--- config.mk ---
export PLATFORM = sky130hd
export DESIGN_NAME = accumulator_machine_step_core_flat
export DESIGN_NICKNAME = d
export VERILOG_FILES = /design/src/sv/amstep_pkg.sv /design/src/sv/amstep_in_if.sv /design/src/sv/amstep_out_if.sv /design/src/sv/amstep_ram.sv /design/src/sv/amstep_exec.sv /design/src/sv/accumulator_machine_step_core.sv /design/src/flat_wrapper.sv
export SDC_FILE = /design/constraint.sdc
export NUM_CORES = 2
export LEC_CHECK = 0
export ABC_AREA = 1
export BUFFER_PORTS_ARGS = -buffer_cell sky130_fd_sc_hd__buf_4
export CAP_MARGIN = 40
export CELL_PAD_IN_SITES_DETAIL_PLACEMENT = 1
export CELL_PAD_IN_SITES_GLOBAL_PLACEMENT = 1
export CORE_UTILIZATION = 40
export CTS_CLUSTER_DIAMETER = 50
export CTS_CLUSTER_SIZE = 14
export DETAILED_ROUTE_END_ITERATION = 12
export PLACE_DENSITY_LB_ADDON = 0.1
export SYNTH_ARGS = -nofsm -noshare
export SYNTH_HDL_FRONTEND = slang
export SYNTH_SLANG_ARGS = --single-unit
--- constraint.sdc ---
create_clock -name clk -period 3.71 [get_ports clk]
set_input_delay 0 -clock clk [delete_from_list [all_inputs] [get_ports clk]]
set_output_delay 0 -clock clk [all_outputs]
set_load 0.02 [all_outputs]
--- src/sv/amstep_pkg.sv ---
package amstep_pkg;

  localparam int IMEM_WORDS  = 128;
  localparam int DMEM_WORDS  = 11;
  localparam int DATA_WIDTH  = 32;
  localparam int IAW         = $clog2(IMEM_WORDS);
  localparam int DAW         = $clog2(DMEM_WORDS);
  localparam int DRESET_WORD = 10;

  typedef logic [7:0]                   pc_t;
  typedef logic [7:0]                   byte_t;
  typedef logic signed [DATA_WIDTH-1:0] word_t;

  localparam byte_t OP_LOAD  = 8'd1;
  localparam byte_t OP_ADD   = 8'd2;
  localparam byte_t OP_STORE = 8'd3;
  localparam byte_t OP_SUB   = 8'd4;
  localparam byte_t OP_IN    = 8'd5;
  localparam byte_t OP_OUT   = 8'd6;
  localparam byte_t OP_HALT  = 8'd7;
  localparam byte_t OP_JMP   = 8'd8;
  localparam byte_t OP_SKIPZ = 8'd9;
  localparam byte_t OP_SKIPG = 8'd10;
  localparam byte_t OP_SKIPL = 8'd11;

  typedef enum logic [1:0] {
    ST_OK,
    ST_HALT,
    ST_BAD_ADDR,
    ST_PAST_END
  } status_t;

  typedef enum logic [1:0] {
    S_IDLE,
    S_DATA,
    S_EXEC
  } seq_state_t;

  typedef struct packed {
    logic               step;
    logic signed [31:0] in_value;
    byte_t              opcode;
    byte_t              addr;
    pc_t                pc;
    word_t              acc;
    logic               halted;
    word_t              dmem_word;
  } exec_in_t;

  typedef struct packed {
    pc_t     pc_next;
    word_t   acc_next;
    logic    halt_next;
    logic    dmem_we;
    logic    out_valid;
    status_t status;
  } exec_out_t;

  // data store contents after reset
  function automatic word_t dmem_reset_value(byte_t addr);
    word_t v;
    v = '0;
    if (DRESET_WORD < DMEM_WORDS && addr == 8'(DRESET_WORD)) begin
      v = word_t'(1);
    end
    return v;
  endfunction

endpackage

--- src/sv/amstep_in_if.sv ---
interface amstep_in_if;
  logic               valid;
  logic               ready;
  logic               operation;
  logic [6:0]         load_index;
  logic [7:0]         load_value;
  logic signed [31:0] in_value;

  modport source (output valid, operation, load_index, load_value, in_value, input ready);
  modport sink (input valid, operation, load_index, load_value, in_value, output ready);
endinterface

--- src/sv/amstep_out_if.sv ---
interface amstep_out_if;
  logic               valid;
  logic               ready;
  logic [7:0]         pc_now;
  logic signed [31:0] acc_now;
  logic               out_valid;
  logic [1:0]         status;

  modport source (output valid, pc_now, acc_now, out_valid, status, input ready);
  modport sink (input valid, pc_now, acc_now, out_valid, status, output ready);
endinterface

--- src/sv/amstep_ram.sv ---
module amstep_ram #(
  parameter int WIDTH = 8,
  parameter int DEPTH = 16
) (
  input  logic                     clk,
  input  logic                     we,
  input  logic [$clog2(DEPTH)-1:0] waddr,
  input  logic [WIDTH-1:0]         wdata,
  input  logic [$clog2(DEPTH)-1:0] raddr,
  output logic [WIDTH-1:0]         rdata
);
  logic [WIDTH-1:0] mem [DEPTH];

  always_ff @(posedge clk) begin
    if (we) begin
      mem[waddr] <= wdata;
    end
    rdata <= mem[raddr];
  end
endmodule

--- src/sv/amstep_exec.sv ---
module amstep_exec (
  input  amstep_pkg::exec_in_t  x,
  output amstep_pkg::exec_out_t y
);
  import amstep_pkg::*;

  logic addr_ok;
  logic acc_neg;

  assign addr_ok = x.addr < 8'(DMEM_WORDS);
  assign acc_neg = x.acc[DATA_WIDTH-1];

  always_comb begin
    y.pc_next   = x.pc;
    y.acc_next  = x.acc;
    y.halt_next = x.halted;
    y.dmem_we   = 1'b0;
    y.out_valid = 1'b0;
    y.status    = ST_OK;
    if (!x.step) begin
      y.status = x.halted ? ST_HALT : ST_OK;
    end else if (x.halted) begin
      y.status = ST_HALT;
    end else if ({1'b0, x.pc} >= 9'(IMEM_WORDS)) begin
      y.status = ST_PAST_END;
    end else begin
      y.pc_next = x.pc + 8'd2;
      case (x.opcode)
        OP_LOAD, OP_ADD, OP_STORE, OP_SUB: begin
          if (!addr_ok) begin
            y.status = ST_BAD_ADDR;
          end else begin
            case (x.opcode)
              OP_LOAD:  y.acc_next = x.dmem_word;
              OP_ADD:   y.acc_next = x.acc + x.dmem_word;
              OP_SUB:   y.acc_next = x.acc - x.dmem_word;
              OP_STORE: y.dmem_we = 1'b1;
              default:  y.acc_next = x.acc;
            endcase
          end
        end
        OP_IN:   y.acc_next = DATA_WIDTH'(x.in_value);
        OP_OUT:  y.out_valid = 1'b1;
        OP_HALT: begin
          y.halt_next = 1'b1;
          y.status    = ST_HALT;
        end
        OP_JMP:  y.pc_next = x.addr;
        OP_SKIPZ: begin
          if (x.acc == '0) y.pc_next = x.pc + 8'd4;
        end
        OP_SKIPG: begin
          if (x.acc != '0 && !acc_neg) y.pc_next = x.pc + 8'd4;
        end
        OP_SKIPL: begin
          if (acc_neg) y.pc_next = x.pc + 8'd4;
        end
        default: y.pc_next = x.pc + 8'd2;
      endcase
    end
  end
endmodule

--- src/sv/accumulator_machine_step_core.sv ---
// channel  dir  payload                                          handshake
// cmd      in   operation, load_index, load_value, in_value      valid/ready
// res      out  pc_now, acc_now, out_valid, status               valid/ready
//
// an item reaches the result register in this order: instruction
// store read at acceptance, then data store read, then execute; the next item can be
// accepted in the execute stage once the result slot is free, while the last item executes
// reset clears the valid bits of both stores at once, so items are taken right away
// a result that is not taken holds the execute stage and with it the input
module accumulator_machine_step_core (
  input logic         clk,
  input logic         rst,
  amstep_in_if.sink   cmd,
  amstep_out_if.source res
);
  import amstep_pkg::*;

  seq_state_t state, state_next;

  pc_t                 pc;
  word_t               acc;
  logic                halted;
  logic                step_q;
  logic signed [31:0]  in_value_q;
  logic                addr_past;
  byte_t               opcode_q;
  byte_t               addr_q;

  logic [IMEM_WORDS-1:0] ivld;
  logic                  ivld_a;
  logic                  ivld_b;
  logic [DMEM_WORDS-1:0] dvld;
  logic                  dvld_rd;

  logic      in_acc;
  logic      out_free;
  logic      exec_done;
  logic      capture;
  pc_t       fetch_pc;
  logic [8:0] fetch_pc1;
  byte_t     ia_rd;
  byte_t     ib_rd;
  byte_t     op_word;
  byte_t     addr_word;
  byte_t     dsel;
  word_t     d_rd;
  logic      dwe;
  logic      iwe;
  logic [IAW-1:0] iwa;
  exec_in_t  xi;
  exec_out_t xo;

  assign in_acc    = cmd.valid && cmd.ready;
  assign out_free  = !res.valid || res.ready;
  assign fetch_pc  = (state == S_EXEC) ? xo.pc_next : pc;
  assign fetch_pc1 = {1'b0, fetch_pc} + 9'd1;
  assign iwe       = in_acc && !cmd.operation;
  assign iwa       = IAW'(cmd.load_index);

  always_comb begin
    state_next = state;
    case (state)
      S_IDLE:  if (in_acc) state_next = S_DATA;
      S_DATA:  state_next = S_EXEC;
      S_EXEC:  if (out_free) state_next = in_acc ? S_DATA : S_IDLE;
      default: state_next = S_IDLE;
    endcase
  end

  always_comb begin
    exec_done = 1'b0;
    capture   = 1'b0;
    cmd.ready = 1'b0;
    case (state)
      S_IDLE: cmd.ready = 1'b1;
      S_DATA: capture = 1'b1;
      S_EXEC: begin
        exec_done = out_free;
        cmd.ready = out_free;
      end
      default: cmd.ready = 1'b0;
    endcase
  end

  always_ff @(posedge clk) begin
    if (rst) begin
      state  <= S_IDLE;
      pc     <= '0;
      acc    <= '0;
      halted <= 1'b0;
      ivld   <= '0;
      dvld   <= '0;
    end else begin
      state <= state_next;
      if (exec_done) begin
        pc     <= xo.pc_next;
        acc    <= xo.acc_next;
        halted <= xo.halt_next;
      end
      if (iwe) ivld[iwa] <= 1'b1;
      if (dwe) dvld[addr_q[DAW-1:0]] <= 1'b1;
    end
  end

  // instruction store kept twice so opcode and address word come in one read
  amstep_ram #(.WIDTH(8), .DEPTH(IMEM_WORDS)) u_imem_op (
    .clk   (clk),
    .we    (iwe),
    .waddr (iwa),
    .wdata (cmd.load_value),
    .raddr (fetch_pc[IAW-1:0]),
    .rdata (ia_rd)
  );

  amstep_ram #(.WIDTH(8), .DEPTH(IMEM_WORDS)) u_imem_addr (
    .clk   (clk),
    .we    (iwe),
    .waddr (iwa),
    .wdata (cmd.load_value),
    .raddr (fetch_pc1[IAW-1:0]),
    .rdata (ib_rd)
  );

  always_ff @(posedge clk) begin
    ivld_a <= ivld[fetch_pc[IAW-1:0]];
    ivld_b <= ivld[fetch_pc1[IAW-1:0]];
    if (in_acc) begin
      step_q     <= cmd.operation;
      in_value_q <= cmd.in_value;
      addr_past  <= fetch_pc1 >= 9'(IMEM_WORDS);
    end
    if (capture) begin
      opcode_q <= op_word;
      addr_q   <= addr_word;
    end
  end

  assign op_word   = ivld_a ? ia_rd : '0;
  assign addr_word = (addr_past || !ivld_b) ? '0 : ib_rd;
  // hold the data read address while the execute stage stalls
  assign dsel      = capture ? addr_word : addr_q;
  assign dwe       = exec_done && xo.dmem_we;

  amstep_ram #(.WIDTH(DATA_WIDTH), .DEPTH(DMEM_WORDS)) u_dmem (
    .clk   (clk),
    .we    (dwe),
    .waddr (addr_q[DAW-1:0]),
    .wdata (acc),
    .raddr (dsel[DAW-1:0]),
    .rdata (d_rd)
  );

  always_ff @(posedge clk) begin
    dvld_rd <= dvld[dsel[DAW-1:0]];
  end

  assign xi.step      = step_q;
  assign xi.in_value  = in_value_q;
  assign xi.opcode    = opcode_q;
  assign xi.addr      = addr_q;
  assign xi.pc        = pc;
  assign xi.acc       = acc;
  assign xi.halted    = halted;
  assign xi.dmem_word = dvld_rd ? d_rd : dmem_reset_value(addr_q);

  amstep_exec u_exec (
    .x (xi),
    .y (xo)
  );

  always_ff @(posedge clk) begin
    if (rst) begin
      res.valid <= 1'b0;
    end else if (exec_done) begin
      res.valid <= 1'b1;
    end else if (res.ready) begin
      res.valid <= 1'b0;
    end
  end

  always_ff @(posedge clk) begin
    if (exec_done) begin
      res.pc_now    <= xo.pc_next;
      res.acc_now   <= 32'(xo.acc_next);
      res.out_valid <= xo.out_valid;
      res.status    <= xo.status;
    end
  end

  a_halt_sticky: assert property (@(posedge clk) disable iff (rst) halted |=> halted)
    else $error("halt flag cleared without reset");
  a_no_store_halted: assert property (@(posedge clk) disable iff (rst) halted |-> !dwe)
    else $error("data store written while halted");
  a_store_in_range: assert property (@(posedge clk) disable iff (rst)
    dwe |-> addr_q < 8'(DMEM_WORDS))
    else $error("data store written at bad address");
  a_accept_to_data: assert property (@(posedge clk) disable iff (rst)
    in_acc |=> state == S_DATA)
    else $error("accepted item did not enter the data stage");
endmodule
--- src/flat_wrapper.sv ---
// flat-port wrapper written by rule: the top's interface ports become plain ports
module accumulator_machine_step_core_flat import amstep_pkg::*;
  (clk, rst, cmd_valid, cmd_operation, cmd_load_index, cmd_load_value, cmd_in_value, cmd_ready, res_valid, res_pc_now, res_acc_now, res_out_valid, res_status, res_ready);
  amstep_in_if cmd_i ();
  amstep_out_if res_i ();
  input logic clk;
  input logic rst;
  input wire logic [$bits(cmd_i.valid)-1:0] cmd_valid;
  input wire logic [$bits(cmd_i.operation)-1:0] cmd_operation;
  input wire logic [$bits(cmd_i.load_index)-1:0] cmd_load_index;
  input wire logic [$bits(cmd_i.load_value)-1:0] cmd_load_value;
  input wire logic [$bits(cmd_i.in_value)-1:0] cmd_in_value;
  output wire logic [$bits(cmd_i.ready)-1:0] cmd_ready;
  output wire logic [$bits(res_i.valid)-1:0] res_valid;
  output wire logic [$bits(res_i.pc_now)-1:0] res_pc_now;
  output wire logic [$bits(res_i.acc_now)-1:0] res_acc_now;
  output wire logic [$bits(res_i.out_valid)-1:0] res_out_valid;
  output wire logic [$bits(res_i.status)-1:0] res_status;
  input wire logic [$bits(res_i.ready)-1:0] res_ready;
  assign cmd_i.valid = cmd_valid;
  assign cmd_i.operation = cmd_operation;
  assign cmd_i.load_index = cmd_load_index;
  assign cmd_i.load_value = cmd_load_value;
  assign cmd_i.in_value = cmd_in_value;
  assign cmd_ready = cmd_i.ready;
  assign res_valid = res_i.valid;
  assign res_pc_now = res_i.pc_now;
  assign res_acc_now = res_i.acc_now;
  assign res_out_valid = res_i.out_valid;
  assign res_status = res_i.status;
  assign res_i.ready = res_ready;
  accumulator_machine_step_core u_core (.clk(clk), .rst(rst), .cmd(cmd_i), .res(res_i));
endmodule
# Word-level counts from Yosys, hierarchy flattened
# Memories as Yosys holds them, arrays and structs flattened. A register that Yosys moved wholly into a read port is not among the register bits.
# Index checks and enable logic that the tools add are counted.
word_totals:
  in_bits: 52
  n_memories: 3
  mem_bits_rw: 2400
  word_cells: 126
  reg_bits: 279
memory_table:
  columns: ["name", "depth", "word_bits", "rd", "rd_ports_with_merged_regs", "wr", "line", "source"]
  rows:
  - ["u_core.u_imem_addr.mem", 128, 8, 1, 1, 1, "amstep_ram.sv:12", "logic [WIDTH-1:0] mem [DEPTH];"]
  - ["u_core.u_imem_op.mem", 128, 8, 1, 1, 1, "amstep_ram.sv:12", null]
  - ["u_core.u_dmem.mem", 11, 32, 1, 1, 1, "amstep_ram.sv:12", null]
classes:
  magnitude_cmp: 10
  n_reduce_logical: 20
  muxes: 49
  eq_ne: 16
  bitwise: 3
  n_addsub: 5
ops:
  columns: ["cell", "n"]
  rows:
  - ["$mux W43", 3]
  - ["$or A128 B128 Y128", 1]
  - ["$pmux W32 S3", 1]
  - ["$mux W32", 2]
  - ["$pmux W32 S2", 1]
  - ["$eq A8 B4 Y1 const B", 5]
  - ["$add A32 B32 Y32", 1]
  - ["$eq A8 B3 Y1 const B", 4]
  - ["$logic_not A32 Y1", 1]
  - ["$mux W8", 4]
  - ["$pmux W8 S4", 1]
  - ["$reduce_bool A32 Y1", 1]
  - ["$sub A32 B32 Y32", 1]
  - ["$lt A7 B8 Y1 const B", 3]
  - ["$mux W1", 21]
  - ["$eq A8 B2 Y1 const B", 2]
  - ["$bmux W1 S7", 2]
  - ["$mux W2", 6]
  - ["$or A11 B11 Y11", 1]
  - ["$lt A4 B5 Y1 const B", 2]
  - ["$add A8 B1 Y9 const B", 1]
  - ["$ge A9 B8 Y1 const B", 1]
  - ["$add A8 B2 Y8 const B", 1]
  - ["$add A8 B3 Y8 const B", 1]
  - ["24 further kinds", 36]

# Longest topological paths before layout
logic_depth:
  depth_word: 14
  mapped_depth: 34
  mapped_depth_nobuf: 34

# Hierarchy
# A second synthesis with hierarchy kept.
hier_totals:
  hier_cells: 11120
  area_unflattened_um2: 116842.1
modules_own_cells:
  columns: ["module", "seq_area_each_um2", "cells_each", "area_per_inst_um2", "n_inst"]
  rows:
  - ["amstep_ram (u_core.u_imem_addr ...)", 30909.6, 3575, 42104.1, 2]
  - ["amstep_ram (u_core.u_dmem)", 11210.8, 1344, 15349.7, 1]
  - ["accumulator_machine_step_core", 6476.2, 1563, 12126.6, 1]
  - ["amstep_exec", 0.0, 1063, 5157.4, 1]

# Worst setup path after synthesis
# Ideal clock, no wire load.
synth_timing:
  path_kind: "reg2reg"
  start: "register u_core.dvld_rd"
  end: "register u_core.acc[30]"
  stages_incl_launch_ff: 28
  t_arrival_ps: 3844
  synth_period_minus_slack_ps: 3955
  setup_slack_ps: -245
  setup_ps: 112
  path_cell_list: "dfxtp_1 > clkbuf_1 > clkbuf_1 > nand2_1 > inv_1 > nor3_1 > nand4_1 > nor4_2 > nand2_1 > nor2_1 > a21oi_1 > xnor2_1 > inv_1 > ha_1 > nand2_1 > nor4_1 > nand3_1 > nand3_1 > nand3_1 > o211ai_1 > xor2_1 > o22ai_1 > nand2_1 > o211ai_1 > nand2_1 > nand3_1 > nand2_1 > inv_1"
synth_via:
  elab_chain_len: 8
synth_rtl:
  columns: ["element", "line", "source"]
  rows:
  - ["start: declaration", "accumulator_machine_step_core.sv:33", "logic dvld_rd;"]
  - ["start signal: assignment", "accumulator_machine_step_core.sv:154", "dvld_rd <= dvld[dsel[DAW-1:0]];"]
  - ["$mux W32 *", "accumulator_machine_step_core.sv:164", "assign xi.dmem_word = dvld_rd ? d_rd : dmem_reset_value(addr_q);"]
  - ["$sub A32 B32 Y32 or $add A32 B32 Y32 (tied branches)", "amstep_exec.sv:36, amstep_exec.sv:35", null]
  - ["$pmux W32 S3 *", "amstep_exec.sv:33", "case (x.opcode)"]
  - ["$mux W32 *", "amstep_exec.sv:30", "if (!addr_ok) begin"]
  - ["$pmux W32 S2 *", "amstep_exec.sv:28", "case (x.opcode)"]
  - ["$mux W43 *", "amstep_exec.sv:24", "end else if ({1'b0, x.pc} >= 9'(IMEM_WORDS)) begin"]
  - ["$mux W43 *", "amstep_exec.sv:22", "end else if (x.halted) begin"]
  - ["$mux W43 *", "amstep_exec.sv:20", "if (!x.step) begin"]
  - ["end signal: assignment", "accumulator_machine_step_core.sv:97", "acc <= xo.acc_next;"]
  - ["end: declaration", "accumulator_machine_step_core.sv:21", "word_t acc;"]
# Every way passes the cells marked *; elsewhere a longest branch is shown, timed or not.
# A chain may end at the register's enable or synchronous reset.

==> flow_metrics.tcl <==
set metrics [dict create \
    cts_buffer_depth 3 \
    max_freq_mhz 231 \
    end_kind "register" \
    num-fill-cells 22900 \
    drive_gt1_share_pct 20.9 \
    cts_tree "done" \
    peakVddDrop_v 0.000530 \
    grt_pass1_wl_um 504000 \
    slew_viol_final 0 \
    rows 167 \
    drt-vias-per-instance 5.90 \
    finalWeightedCongestion 0.921 \
    grt_max_degree 139 \
    postSynth.asyncResetShare_pct 0 \
    worst_path_max_delay_cell "edfxtp_1" \
    final_antenna_net_count 0 \
    rsz0062_at_grt "true" \
    min_path_type "input pin to register" \
    cts.sinks 1703 \
    gr-usage-all-layers_pct 32.2 \
    stdcell_area_mm2 0.108 \
    skew_ns 0.0367 \
    setup_viol_count_final 57 \
    vias 76500 \
    dpl_cell_area_mm2 0.0930 \
    violations "negative setup slack" \
    numCtsBuffers 209 \
    synth-edff-count 1465 \
    htree_levels 4 \
    wl_per_cell_um 27.5 \
    syn_nets 9328 \
    chipHeight_um 459 \
    synthCells 9239 \
    drc_errors 0 \
    hold_viol_final 0 \
    final_net_count 10100 \
    status "finished with violations" \
    start_util_pct 40.3 \
    ff2ff_setup_slack_ns -0.61 \
    start_kind "register" \
    worstSkewPairLatency_ns 0.89 \
    core-area_mm2 0.207 \
    drtIter0Drc 8581 \
    worst_slew_pin_slew_ns 1.04 \
    die_area_mm2 0.211 \
    ys_warn_count 0 \
    slowest_delay_ns 0.41 \
    worst-path-max-fanout 3 \
    arrival_ns 5.07 \
    ys.flop_type "edfxtp_1" \
    grt_overflow 0 \
    ys_ff_latch 1703 \
    area_delta_synth_final_pct 28.7 \
    fin_crit_sh_pct 117 \
    synth.distinct_cells 58 \
    max-slew-margin-rel_pct 30.9 \
    top_level_ports 97 \
    cp_data_required_time_ns 4.45 \
    fin_tns_setup_ns -20.67 \
    synthesis.area_mm2 0.0836 \
    setup_ws_ns -0.613 \
    dpl.hpwl_um 218000 \
    die_x_um 459 \
    avgSynthCellArea_um2 9.05 \
    worstSetupPathType "register to register" \
    power_density_mw_per_mm2 559 \
    portBuffers 96 \
    root_buffer "clkbuf_16" \
    maxCapViolCount 0 \
    whs_ns 0.0794 \
    wl_um 357000 \
    p_leak_nw 41.7 \
    multiInputGateArea_mm2 0.0329 \
    grt_pass1_vias 75900 \
    period_needed_ns 4.32 \
    yosysSeqAreaShare_pct 58.3 \
    clk_pin_slew_ns 0.06 \
    antenna_found_initial 15 \
    regArea_mm2 0.0488 \
    dr.pass1.iters 5 \
]
-- final cells by class --
cell class              count  area share [%]
flip-flops and latches   1703            45.3
clock inverters           150            1.79
inverters                 433            1.58
diodes                      4         0.00931
repair inverters            1          0.0186
multi-input cells        6453            30.6
repair buffers           1202            12.2
well taps                2788            3.24
clock buffers             245            5.24
-- cell usage after synthesis (29+ instances only) --
cell type,n,area share (%)
o211ai_1,66,0.59
clkbuf_1,300,1.3
buf_2,220,1.3
nand2_1,2238,10
o221ai_1,43,0.45
edfxtp_1,1465,53
a21oi_1,182,1.1
ha_1,36,0.54
buf_4,63,0.57
nor2_1,1195,5.4
nand4_1,111,0.83
o22ai_1,285,2.1
o21ai_0,759,4.5
dfxtp_1,238,5.7
buf_1,29,0.13
nand3_1,1209,7.2
buf_6,37,0.50
inv_1,344,1.5
clkinv_1,59,0.26
o21ai_1,84,0.50
mux2i_1,43,0.51
-- where the power goes --
part / leakage (nW) / internal [mW] / switching (mW)
logic: 22.8 / 6.82 / 9.88
clock network: 3.65 / 13.0 / 9.28
registers: 15.2 / 21.0 / 0.210
-- placed cells by master, fill, tap and decap left out, types with 44 or more instances in the layout --
master            n
buf_16           55
edfxtp_1       1465
nand4_1         111
buf_4           796
inv_1           318
clkinv_1         67
inv_2            44
buf_12          139
o21ai_1         173
a21oi_1         142
nand2_2         132
o211ai_1         66
o22ai_1         263
buf_6            70
nor2_1         1155
o21ai_0         627
clkbuf_16       244
nand3_1        1041
dfxtp_1         223
nand3_2         144
nand2_1        2086
dlygate4sd3_1    85
-- flip-flops by register name, indices dropped and copies added, names as in the netlist, 2 cells and up --
register / flops
u_core.u_imem_addr.rdata: 8
u_core.u_imem_op.mem: 984
u_core.u_imem_addr.mem: 40
u_core.acc: 32
u_core.addr_q: 8
u_core.ivld: 128
u_core.opcode_q: 8
u_core.res.acc_now: 32
u_core.pc: 8
u_core.u_dmem.mem: 352
u_core.res.status: 2
u_core.u_imem_op.rdata: 8
u_core.u_dmem.rdata: 32
u_core.in_value_q: 32
u_core.state: 2
u_core.dvld: 11
u_core.res.pc_now: 8
-- worst max-delay path, delay by kind of cell, from the launching register on --
family / cells / cell delay (ns)
adder cells (fa/ha/maj): 1 / 0.30
XOR/XNOR: 1 / 0.20
buffers and inverters: 6 / 0.57
AO/OA/AOI/OAI: 8 / 0.97
flip-flops: 1 / 0.41
AND/OR/NAND/NOR: 13 / 1.78
-- stage by stage --
step | setup slack, ns | instances | utilization, % | power [mW]
final | -0.613 | 13000 | 51.8 | 60.2
after global routing | -0.882 | 13000 | 51.8 | 62.0
after CTS | -0.470 | 12900 | 50.4 | 58.4
after detailed placement | -1.03 | 12300 | 44.8 | 33.5
after global placement | -1.07 | 12300 | 44.7 | 33.3
after floorplan | 0.00503 | 9239 | - | 27.7
-- logic make-up (layout without fill, tap and decap cells) --
| logic type | count (synthesis) | after routing | synth area share, % |
|---|---|---|---|
| xor gates and xnor gates | 38 | 38 | 0.398 |
| and+or+nand+nor | 4834 | 4834 | 24.3 |
| buffers and inverters | 1083 | 2031 | 5.84 |
| AOI/OAI and AO/OA | 1501 | 1501 | 10.1 |
| muxes | 43 | 43 | 0.515 |
| adders and majority gates | 37 | 37 | 0.563 |
| DFF | 1703 | 1703 | 58.3 |
| other | 0 | 4 | 0 |
-- per-layer routing --
metal	vias to the layer above	track usage [%]	routed length, um
met2	3227	50.9	164000
met5	-	0	33
met3	623	4.76	28800
met4	6	10.5	11300
li1	33700	-	-
met1	39000	45.2	153000
-- final timing paths --
| path | start | end | depth (start not counted) |
|---|---|---|---|
| worst min-delay path | cmd_load_index[1] | u_core.ivld[81]$_SDFFE_PP0P_ | 6 |
| worst min register to register | u_core.dvld[3]$_SDFFE_PP0P_ | u_core.dvld[3]$_SDFFE_PP0P_ | 1 |
| worst max-delay path | u_core.addr_q[6]$_SDFFCE_PP0N_ | u_core.res.acc_now[27]$_DFFE_PP_ | 29 |
| worst max register to register | u_core.addr_q[6]$_SDFFCE_PP0N_ | u_core.res.acc_now[27]$_DFFE_PP_ | 29 |
-- timing repair --
action                                  4_1_cts  5_1_grt
endpoints found under the setup margin       74       71
resized for setup                           490      486
pin swaps                                   186      300
hold buffers                                 85        0
gates cloned                                 21       31
setup buffers                                92       80
hold endpoints to repair                    988        0
Note: power is estimated with default switching activity, not from simulation.
